File: src/rtl/fqs_pkg.sv
// Shared types, codes and defaults for the searchable FIFO queue.
`default_nettype none

package fqs_pkg;

    localparam int DEPTH_DEF      = 16;
    localparam int DATA_WIDTH_DEF = 32;

    // request codes
    localparam logic [2:0] OP_PUSH     = 3'd0;
    localparam logic [2:0] OP_POP      = 3'd1;
    localparam logic [2:0] OP_CONTAINS = 3'd2;
    localparam logic [2:0] OP_READ     = 3'd3;
    localparam logic [2:0] OP_CLEAR    = 3'd4;

    // error codes
    localparam logic [1:0] ERR_OK    = 2'd0;
    localparam logic [1:0] ERR_EMPTY = 2'd1;
    localparam logic [1:0] ERR_INDEX = 2'd2;
    localparam logic [1:0] ERR_FULL  = 2'd3;

    typedef struct packed {
        logic [2:0]  op;
        logic [31:0] value;
        logic [3:0]  index;
    } fqs_in_t;

    typedef struct packed {
        logic [31:0] data;
        logic        found;
        logic [1:0]  error;
        logic [4:0]  count;
    } fqs_out_t;

    typedef enum logic [2:0] {
        ST_IDLE,
        ST_DECODE,
        ST_RDWAIT,
        ST_SCAN,
        ST_OUT
    } fqs_state_t;

    // read address source
    typedef enum logic [1:0] {
        RD_HEAD,
        RD_INDEX,
        RD_SCAN
    } fqs_rd_src_t;

    typedef struct packed {
        logic        load_req;
        logic        do_push;
        logic        do_pop;
        logic        do_clear;
        logic        rd_en;
        fqs_rd_src_t rd_src;
        logic        scan_start;
        logic        scan_step;
        logic        res_init;
        logic [1:0]  res_err;
        logic        res_take_data;
        logic        res_set_found;
        logic        out_load;
    } fqs_cmd_t;

    typedef struct packed {
        logic [2:0] op;
        logic       full;
        logic       empty;
        logic       index_oob;
        logic       match;
        logic       scan_last;
        logic       out_free;
    } fqs_status_t;

endpackage

`default_nettype wire

File: src/rtl/fqs_ctrl.sv
// Controller state machine for the searchable FIFO queue.
`default_nettype none

module fqs_ctrl (
    input  wire                 aclk,
    input  wire                 aresetn,
    input  wire                 s_valid,
    output logic                s_ready,
    input  fqs_pkg::fqs_status_t st,
    output fqs_pkg::fqs_cmd_t    cmd
);
    import fqs_pkg::*;

    fqs_state_t state_reg;
    fqs_state_t state_next;

    always_ff @(posedge aclk) begin
        if (!aresetn) begin
            state_reg <= ST_IDLE;
        end else begin
            state_reg <= state_next;
        end
    end

    // next state
    always_comb begin
        state_next = state_reg;
        unique case (state_reg)
            ST_IDLE: begin
                if (s_valid) state_next = ST_DECODE;
            end
            ST_DECODE: begin
                state_next = ST_OUT;
                unique case (st.op)
                    OP_POP: begin
                        if (!st.empty) state_next = ST_RDWAIT;
                    end
                    OP_READ: begin
                        if (!st.index_oob) state_next = ST_RDWAIT;
                    end
                    OP_CONTAINS: begin
                        if (!st.empty) state_next = ST_SCAN;
                    end
                    default: state_next = ST_OUT;
                endcase
            end
            ST_RDWAIT: begin
                state_next = ST_OUT;
            end
            ST_SCAN: begin
                if (st.match || st.scan_last) state_next = ST_OUT;
            end
            ST_OUT: begin
                if (st.out_free) state_next = ST_IDLE;
            end
            default: state_next = ST_IDLE;
        endcase
    end

    // outputs
    always_comb begin
        s_ready = 1'b0;
        cmd     = '0;
        cmd.rd_src  = RD_HEAD;
        cmd.res_err = ERR_OK;
        unique case (state_reg)
            ST_IDLE: begin
                s_ready      = 1'b1;
                cmd.load_req = s_valid;
            end
            ST_DECODE: begin
                cmd.res_init = 1'b1;
                unique case (st.op)
                    OP_PUSH: begin
                        if (st.full) cmd.res_err = ERR_FULL;
                        else         cmd.do_push = 1'b1;
                    end
                    OP_POP: begin
                        if (st.empty) begin
                            cmd.res_err = ERR_EMPTY;
                        end else begin
                            cmd.rd_en  = 1'b1;
                            cmd.rd_src = RD_HEAD;
                        end
                    end
                    OP_CONTAINS: begin
                        if (!st.empty) begin
                            cmd.rd_en      = 1'b1;
                            cmd.rd_src     = RD_HEAD;
                            cmd.scan_start = 1'b1;
                        end
                    end
                    OP_READ: begin
                        if (st.index_oob) begin
                            cmd.res_err = ERR_INDEX;
                        end else begin
                            cmd.rd_en  = 1'b1;
                            cmd.rd_src = RD_INDEX;
                        end
                    end
                    OP_CLEAR: begin
                        cmd.do_clear = 1'b1;
                    end
                    default: cmd.res_init = 1'b1;
                endcase
            end
            ST_RDWAIT: begin
                cmd.res_take_data = 1'b1;
                cmd.do_pop        = (st.op == OP_POP);
            end
            ST_SCAN: begin
                if (st.match) begin
                    cmd.res_set_found = 1'b1;
                end else if (!st.scan_last) begin
                    cmd.scan_step = 1'b1;
                    cmd.rd_en     = 1'b1;
                    cmd.rd_src    = RD_SCAN;
                end
            end
            ST_OUT: begin
                cmd.out_load = st.out_free;
            end
            default: s_ready = 1'b0;
        endcase
    end

endmodule

`default_nettype wire

File: src/rtl/fqs_datapath.sv
// Datapath: ring storage, pointers, scan counter, result staging and output register.
`default_nettype none

module fqs_datapath #(
    parameter int DEPTH      = fqs_pkg::DEPTH_DEF,
    parameter int DATA_WIDTH = fqs_pkg::DATA_WIDTH_DEF
) (
    input  wire                  aclk,
    input  wire                  aresetn,
    input  fqs_pkg::fqs_in_t     s_data,
    input  fqs_pkg::fqs_cmd_t    cmd,
    output fqs_pkg::fqs_status_t st,
    output logic                 m_valid,
    input  wire                  m_ready,
    output fqs_pkg::fqs_out_t    m_data
);
    import fqs_pkg::*;

    localparam int PTR_W  = $clog2(DEPTH);
    localparam int FILL_W = $clog2(DEPTH + 1);
    localparam int CMP_W  = (FILL_W > 4) ? FILL_W : 4;
    localparam logic [PTR_W:0]    DEPTH_S = (PTR_W + 1)'(DEPTH);
    localparam logic [FILL_W-1:0] DEPTH_F = FILL_W'(DEPTH);

    function automatic logic [PTR_W-1:0] ring_add(input logic [PTR_W-1:0] p,
                                                   input logic [PTR_W:0]   k);
        logic [PTR_W:0] s;
        s = {1'b0, p} + k;
        if (s >= DEPTH_S) s = s - DEPTH_S;
        return s[PTR_W-1:0];
    endfunction

    logic [DATA_WIDTH-1:0] mem [DEPTH];
    logic [DATA_WIDTH-1:0] rd_data_reg;
    logic [PTR_W-1:0]      rd_addr;

    fqs_in_t               req_reg;
    logic [PTR_W-1:0]      head_reg, head_next;
    logic [PTR_W-1:0]      tail_reg, tail_next;
    logic [FILL_W-1:0]     fill_reg, fill_next;
    logic [PTR_W-1:0]      scan_k_reg;
    logic [DATA_WIDTH-1:0] res_data_reg;
    logic                  res_found_reg;
    logic [1:0]            res_err_reg;
    logic                  m_valid_reg;
    fqs_out_t              m_data_reg;
    logic [DATA_WIDTH-1:0] word;

    assign word = DATA_WIDTH'(req_reg.value);

    // status back to the controller
    always_comb begin
        st.op        = req_reg.op;
        st.full      = (fill_reg == DEPTH_F);
        st.empty     = (fill_reg == '0);
        st.index_oob = (CMP_W'(req_reg.index) >= CMP_W'(fill_reg));
        st.match     = (rd_data_reg == word);
        st.scan_last = ((FILL_W'(scan_k_reg) + FILL_W'(1)) >= fill_reg);
        st.out_free  = !m_valid_reg || m_ready;
    end

    always_comb begin
        unique case (cmd.rd_src)
            RD_HEAD:  rd_addr = head_reg;
            RD_INDEX: rd_addr = ring_add(head_reg, (PTR_W + 1)'(req_reg.index));
            default:  rd_addr = ring_add(head_reg, {1'b0, scan_k_reg} + (PTR_W + 1)'(1));
        endcase
    end

    always_comb begin
        head_next = head_reg;
        tail_next = tail_reg;
        fill_next = fill_reg;
        if (cmd.do_clear) begin
            head_next = '0;
            tail_next = '0;
            fill_next = '0;
        end else if (cmd.do_push) begin
            tail_next = ring_add(tail_reg, (PTR_W + 1)'(1));
            fill_next = fill_reg + FILL_W'(1);
        end else if (cmd.do_pop) begin
            head_next = ring_add(head_reg, (PTR_W + 1)'(1));
            fill_next = fill_reg - FILL_W'(1);
        end
    end

    // ring storage, registered read port
    always_ff @(posedge aclk) begin
        if (cmd.do_push) mem[tail_reg] <= word;
        if (cmd.rd_en)   rd_data_reg <= mem[rd_addr];
    end

    always_ff @(posedge aclk) begin
        if (!aresetn) begin
            head_reg    <= '0;
            tail_reg    <= '0;
            fill_reg    <= '0;
            m_valid_reg <= 1'b0;
        end else begin
            head_reg <= head_next;
            tail_reg <= tail_next;
            fill_reg <= fill_next;
            if (cmd.out_load)  m_valid_reg <= 1'b1;
            else if (m_ready)  m_valid_reg <= 1'b0;
        end
    end

    always_ff @(posedge aclk) begin
        if (cmd.load_req) req_reg <= s_data;
        if (cmd.scan_start)     scan_k_reg <= '0;
        else if (cmd.scan_step) scan_k_reg <= scan_k_reg + PTR_W'(1);
        if (cmd.res_init) begin
            res_data_reg  <= '0;
            res_found_reg <= 1'b0;
            res_err_reg   <= cmd.res_err;
        end else begin
            if (cmd.res_take_data) res_data_reg  <= rd_data_reg;
            if (cmd.res_set_found) res_found_reg <= 1'b1;
        end
        if (cmd.out_load) begin
            m_data_reg.data  <= 32'(res_data_reg);
            m_data_reg.found <= res_found_reg;
            m_data_reg.error <= res_err_reg;
            m_data_reg.count <= 5'(fill_reg);
        end
    end

    assign m_valid = m_valid_reg;
    assign m_data  = m_data_reg;

    a_fill_bound: assert property (@(posedge aclk) disable iff (!aresetn)
        fill_reg <= DEPTH_F)
        else $error("fill above depth");

    a_ring_consistent: assert property (@(posedge aclk) disable iff (!aresetn)
        tail_reg == ring_add(head_reg, (PTR_W + 1)'(fill_reg)))
        else $error("tail, head and fill disagree");

    a_push_not_full: assert property (@(posedge aclk) disable iff (!aresetn)
        cmd.do_push |-> !st.full)
        else $error("write into full ring");

    a_pop_not_empty: assert property (@(posedge aclk) disable iff (!aresetn)
        cmd.do_pop |-> !st.empty)
        else $error("pop from empty ring");

    a_out_no_overwrite: assert property (@(posedge aclk) disable iff (!aresetn)
        (m_valid_reg && !m_ready) |=> ($stable(m_data_reg) && m_valid_reg))
        else $error("pending result overwritten");

endmodule

`default_nettype wire

File: src/rtl/fifo_queue_with_search_top.sv
// Top level of the FIFO queue with push, pop, search, indexed read and clear.
//
//  channel | direction | handshake          | payload
//  --------+-----------+--------------------+-----------------------------
//  s_      | in        | s_valid / s_ready  | s_data  (op, value, index)
//  m_      | out       | m_valid / m_ready  | m_data  (data, found, error, count)
//
// One request at a time. Push, clear, unused codes and rejected requests pass from
// the transfer through DECODE and OUT back to IDLE; pop and read at index add RDWAIT
// (one registered memory read). Contains on a non-empty queue adds SCAN: entries are
// compared one per cycle through the single read port, at most DEPTH of them.
// Reset clears pointers and fill; storage is not cleared.
// A result waiting in the output register does not block the next transfer;
// only the hand-off of the following result waits for m_ready.
`default_nettype none

module fifo_queue_with_search_top #(
    parameter int DEPTH      = fqs_pkg::DEPTH_DEF,
    parameter int DATA_WIDTH = fqs_pkg::DATA_WIDTH_DEF
) (
    input  wire               aclk,
    input  wire               aresetn,
    input  wire               s_valid,
    output logic              s_ready,
    input  fqs_pkg::fqs_in_t  s_data,
    output logic              m_valid,
    input  wire               m_ready,
    output fqs_pkg::fqs_out_t m_data
);
    import fqs_pkg::*;

    fqs_cmd_t    cmd;
    fqs_status_t st;

    fqs_ctrl u_ctrl (
        .aclk    (aclk),
        .aresetn (aresetn),
        .s_valid (s_valid),
        .s_ready (s_ready),
        .st      (st),
        .cmd     (cmd)
    );

    fqs_datapath #(
        .DEPTH      (DEPTH),
        .DATA_WIDTH (DATA_WIDTH)
    ) u_datapath (
        .aclk    (aclk),
        .aresetn (aresetn),
        .s_data  (s_data),
        .cmd     (cmd),
        .st      (st),
        .m_valid (m_valid),
        .m_ready (m_ready),
        .m_data  (m_data)
    );

endmodule

`default_nettype wire
File: config.mk
export PLATFORM = sky130hd
export DESIGN_NAME = fifo_queue_with_search_top
export DESIGN_NICKNAME = d
export VERILOG_FILES = /design/src/rtl/fqs_pkg.sv /design/src/rtl/fqs_ctrl.sv /design/src/rtl/fqs_datapath.sv /design/src/rtl/fifo_queue_with_search_top.sv
export SDC_FILE = /design/constraint.sdc
export NUM_CORES = 1
export LEC_CHECK = 0
export BUFFER_PORTS_ARGS = -buffer_cell sky130_fd_sc_hd__buf_2
export CORE_MARGIN = 2
export CORE_UTILIZATION = 55
export DETAILED_ROUTE_END_ITERATION = 8
export HOLD_SLACK_MARGIN = 0.08
export MAX_ROUTING_LAYER = met4
export PLACE_DENSITY = 0.82
export SLEW_MARGIN = 5
export SYNTH_ARGS = -nofsm -noshare
export SYNTH_HDL_FRONTEND = slang
export SYNTH_SLANG_ARGS = --single-unit
File: constraint.sdc
create_clock -name aclk -period 5.06 [get_ports aclk]
set_input_delay 1.265 -clock aclk [delete_from_list [all_inputs] [get_ports aclk]]
set_output_delay 1.265 -clock aclk [all_outputs]
set_load 0.02 [all_outputs]
==> metrics.cfg <==
[outcome]
status=finished clean

[floorplanning]
dieWidth_um=223
die-area_mm2=0.0497
coreArea_mm2=0.0475
die_h_um=223
io_pins=85
initial_core_util=0.554
rows=80

[clock_tree]
clk_path_buf_depth=3
clock-root-buffer=clkbuf_16
cts_buffers=67
insertion_delay_ns=0.60
cts_tree=done
cts_setup_buffers=0
clkTransAtPathRegs_ns=0.06
cts.sinks=679
ctsHtreeMaxLevel=3

[synthesis]
yosys_warnings=0
synthArstFlopShare=0
seq_area_frac_synth=0.753
yosysTopAreaCell=edfxtp_1
synth_cell_types=57
synth_edf_count=625
syn_area_per_cell_um2=15.4
syn_area_mm2=0.0263
synth.area.top_cells=edfxtp_1, a221oi_1, dfxtp_1
yosysMostFrequentCell=edfxtp_1
synthCells=1714
synthTopCellsByCount=edfxtp_1, nand2_1, a21oi_1
yosys_most_used_dff=edfxtp_1
synth_top_area_frac=0.712
syn_nets=1780
synth-seq-cells=679

[timing]
setup_viol=0
final.setup.tns_ns=0
worst_clock_skew_ns=0.0309
setup_slack_ns=0.349
timing.final.crit_share=0.931
hold_ws_ns=0.420
final-hold-violation-count=0
maxSlewViolCount=0
rsz0062_at_grt=false
fmax_mhz=212
maxSlewHeadroom=0.201
max_slew.worst_pin.slew_ns=1.20
period_minus_slack_ns=4.71

[placed_design]
portBuffers=84
hpwlAfterDp_um=35300
gp_congestion=0.848
dp_slack_ns=0.218

[setup_path]
worstSetupPathType=flip-flop to flip-flop
required_ns=5.39
reg2reg_from=u_datapath.word[6]$_DFFE_PP_
end_kind=flip-flop
max_stage_delay_ns=0.64
arrival_ns=5.04
start_kind=flip-flop
crit_fanout=29
cpMostUsedCell=buf_4
critPathSlowestCell=edfxtp_1
crit_chain=xor2_1, nor4_1, buf_4, and4_1, a21boi_2, o21ai_2, and2_4, buf_4, mux2i_1, a221oi_1, or4_1
startpoint=u_datapath.word[6]$_DFFE_PP_

[global_routing]
antenna_found_initial=0
track_usage=0.260
grt_pass1_wl_um=93400
grt_overflow=0
grt_start_max_net_pins=75
grt_pass1_vias=15500

[layout]
nFillCells=3177
multi_input_area_mm2=0.00608
finalNetCount=1897
drive_gt1_frac=0.154
final_core_util=0.629
seq_area_mm2=0.0198
n_antenna_cell=0
largest_register_ff_count=512
area_growth_syn_to_layout_pct=13.6

[run]
cap_viol_max_count=0

[detailed_routing]
vias_per_cell=6.33
postRouteAntennaNets=0
wl_per_cell_um=25.2
vias=15800
drcViolationCount=0
dr.pass1.iters=6
drtIter0Drc=2394
totalWireLength_um=62900

[pwr]
leakagePower_nw=10.9
cellPowerDensity_mw_per_mm2=380
worst_ir_drop_vdd_mv=0.240

[worst_hold_path]
worstHoldStart=u_datapath.res_data_reg[3]$_SDFFE_PP0N_
worst_hold_path_type=flip-flop to flip-flop

layout make-up:
class | instances | share of cell area
Clock inverter | 32 | 0.00878
Tap cell | 615 | 0.0257
Multi-Input combinational cell | 920 | 0.203
Sequential cell | 679 | 0.663
Timing Repair Buffer | 150 | 0.0352
Clock buffer | 90 | 0.0620
Inverter | 13 | 0.00163
kinds of logic (layout without fill, tap and decap cells):
logic type / Yosys count / count (layout) / synth area share
DFF: 679 / 679 / 0.753
and+or+nand+nor: 378 / 379 / 0.0666
AOI/OAI and AO/OA: 366 / 366 / 0.0913
buffers and inverters: 116 / 285 / 0.0217
muxes: 102 / 102 / 0.0389
xor gates and xnor gates: 50 / 50 / 0.0166
adders and majority gates: 23 / 23 / 0.0115
through the flow:
| stage | instances | area [um2] | power (W) |
|---|---|---|---|
| after floorplan | 1714 | 26300 | 0.00653 |
| after global placement | 2376 | 27800 | 0.00666 |
| after detailed placement | 2376 | 27800 | 0.00667 |
| after CTS | 2498 | 29900 | 0.0114 |
| after global routing | 2499 | 29900 | 0.0117 |
| final | 2499 | 29900 | 0.0114 |
final timing paths:
| kind | cells after the start | end | slack [ns] |
|---|---|---|---|
| worst max-delay path | 11 | u_datapath.rd_data_reg[26]$_DFFE_PP_ | 0.35 |
| worst max register to register | 11 | u_datapath.rd_data_reg[26]$_DFFE_PP_ | 0.35 |
| worst min register to register | 0 | u_datapath.m_data[11]$_DFFE_PP_ | 0.42 |
| worst min-delay path | 0 | u_datapath.m_data[11]$_DFFE_PP_ | 0.42 |
metal layers:
metal	up-vias	routed length, um	global-route usage
met2	1059	29700	0.403
met1	7717	23500	0.341
li1	6895	-	-
met5	-	0	-
met3	159	7530	0.0511
met4	0	2130	0.110
timing repair:
item,4_1_cts,5_1_grt
resized for setup,0,1
setup endpoints to repair,0,5
hold buffers,0,0
placed cells by master (no fill, tap or decap), types with 5 or more instances in the layout:
cell type	count
edfxtp_1	625
nand2_1	245
a21oi_1	199
a221oi_1	127
mux2i_1	100
buf_2	84
clkbuf_16	69
buf_4	55
dfxtp_1	54
xor2_1	40
or4_1	33
nor2_1	29
ha_1	21
clkbuf_1	16
inv_1	13
nor2_4	12
clkinv_2	11
buf_12	11
xnor2_1	10
clkinv_1	10
a21o_1	7
o21ai_0	6
nor4_2	6
nor3_1	6
nand2b_1	5
nand4_1	5
clkbuf_8	5
critical path, delay by kind of cell, from the launching register on:
kind                   cells  cell delay (ns)
AND/OR/NAND/NOR            4             1.93
buffers and inverters      2             0.66
multiplexers               1             0.30
XOR/XNOR                   1             0.24
AO/OA/AOI/OAI              3             0.63
flip-flops                 1             0.64
power breakdown:
part | internal [W] | switching, W | total [W]
Sequential | 0.00621 | 0.0000736 | 0.00628
Combinational | 0.0000873 | 0.000186 | 0.000273
Clock | 0.00274 | 0.00206 | 0.00481
Note: power is estimated with default switching activity, not from simulation.
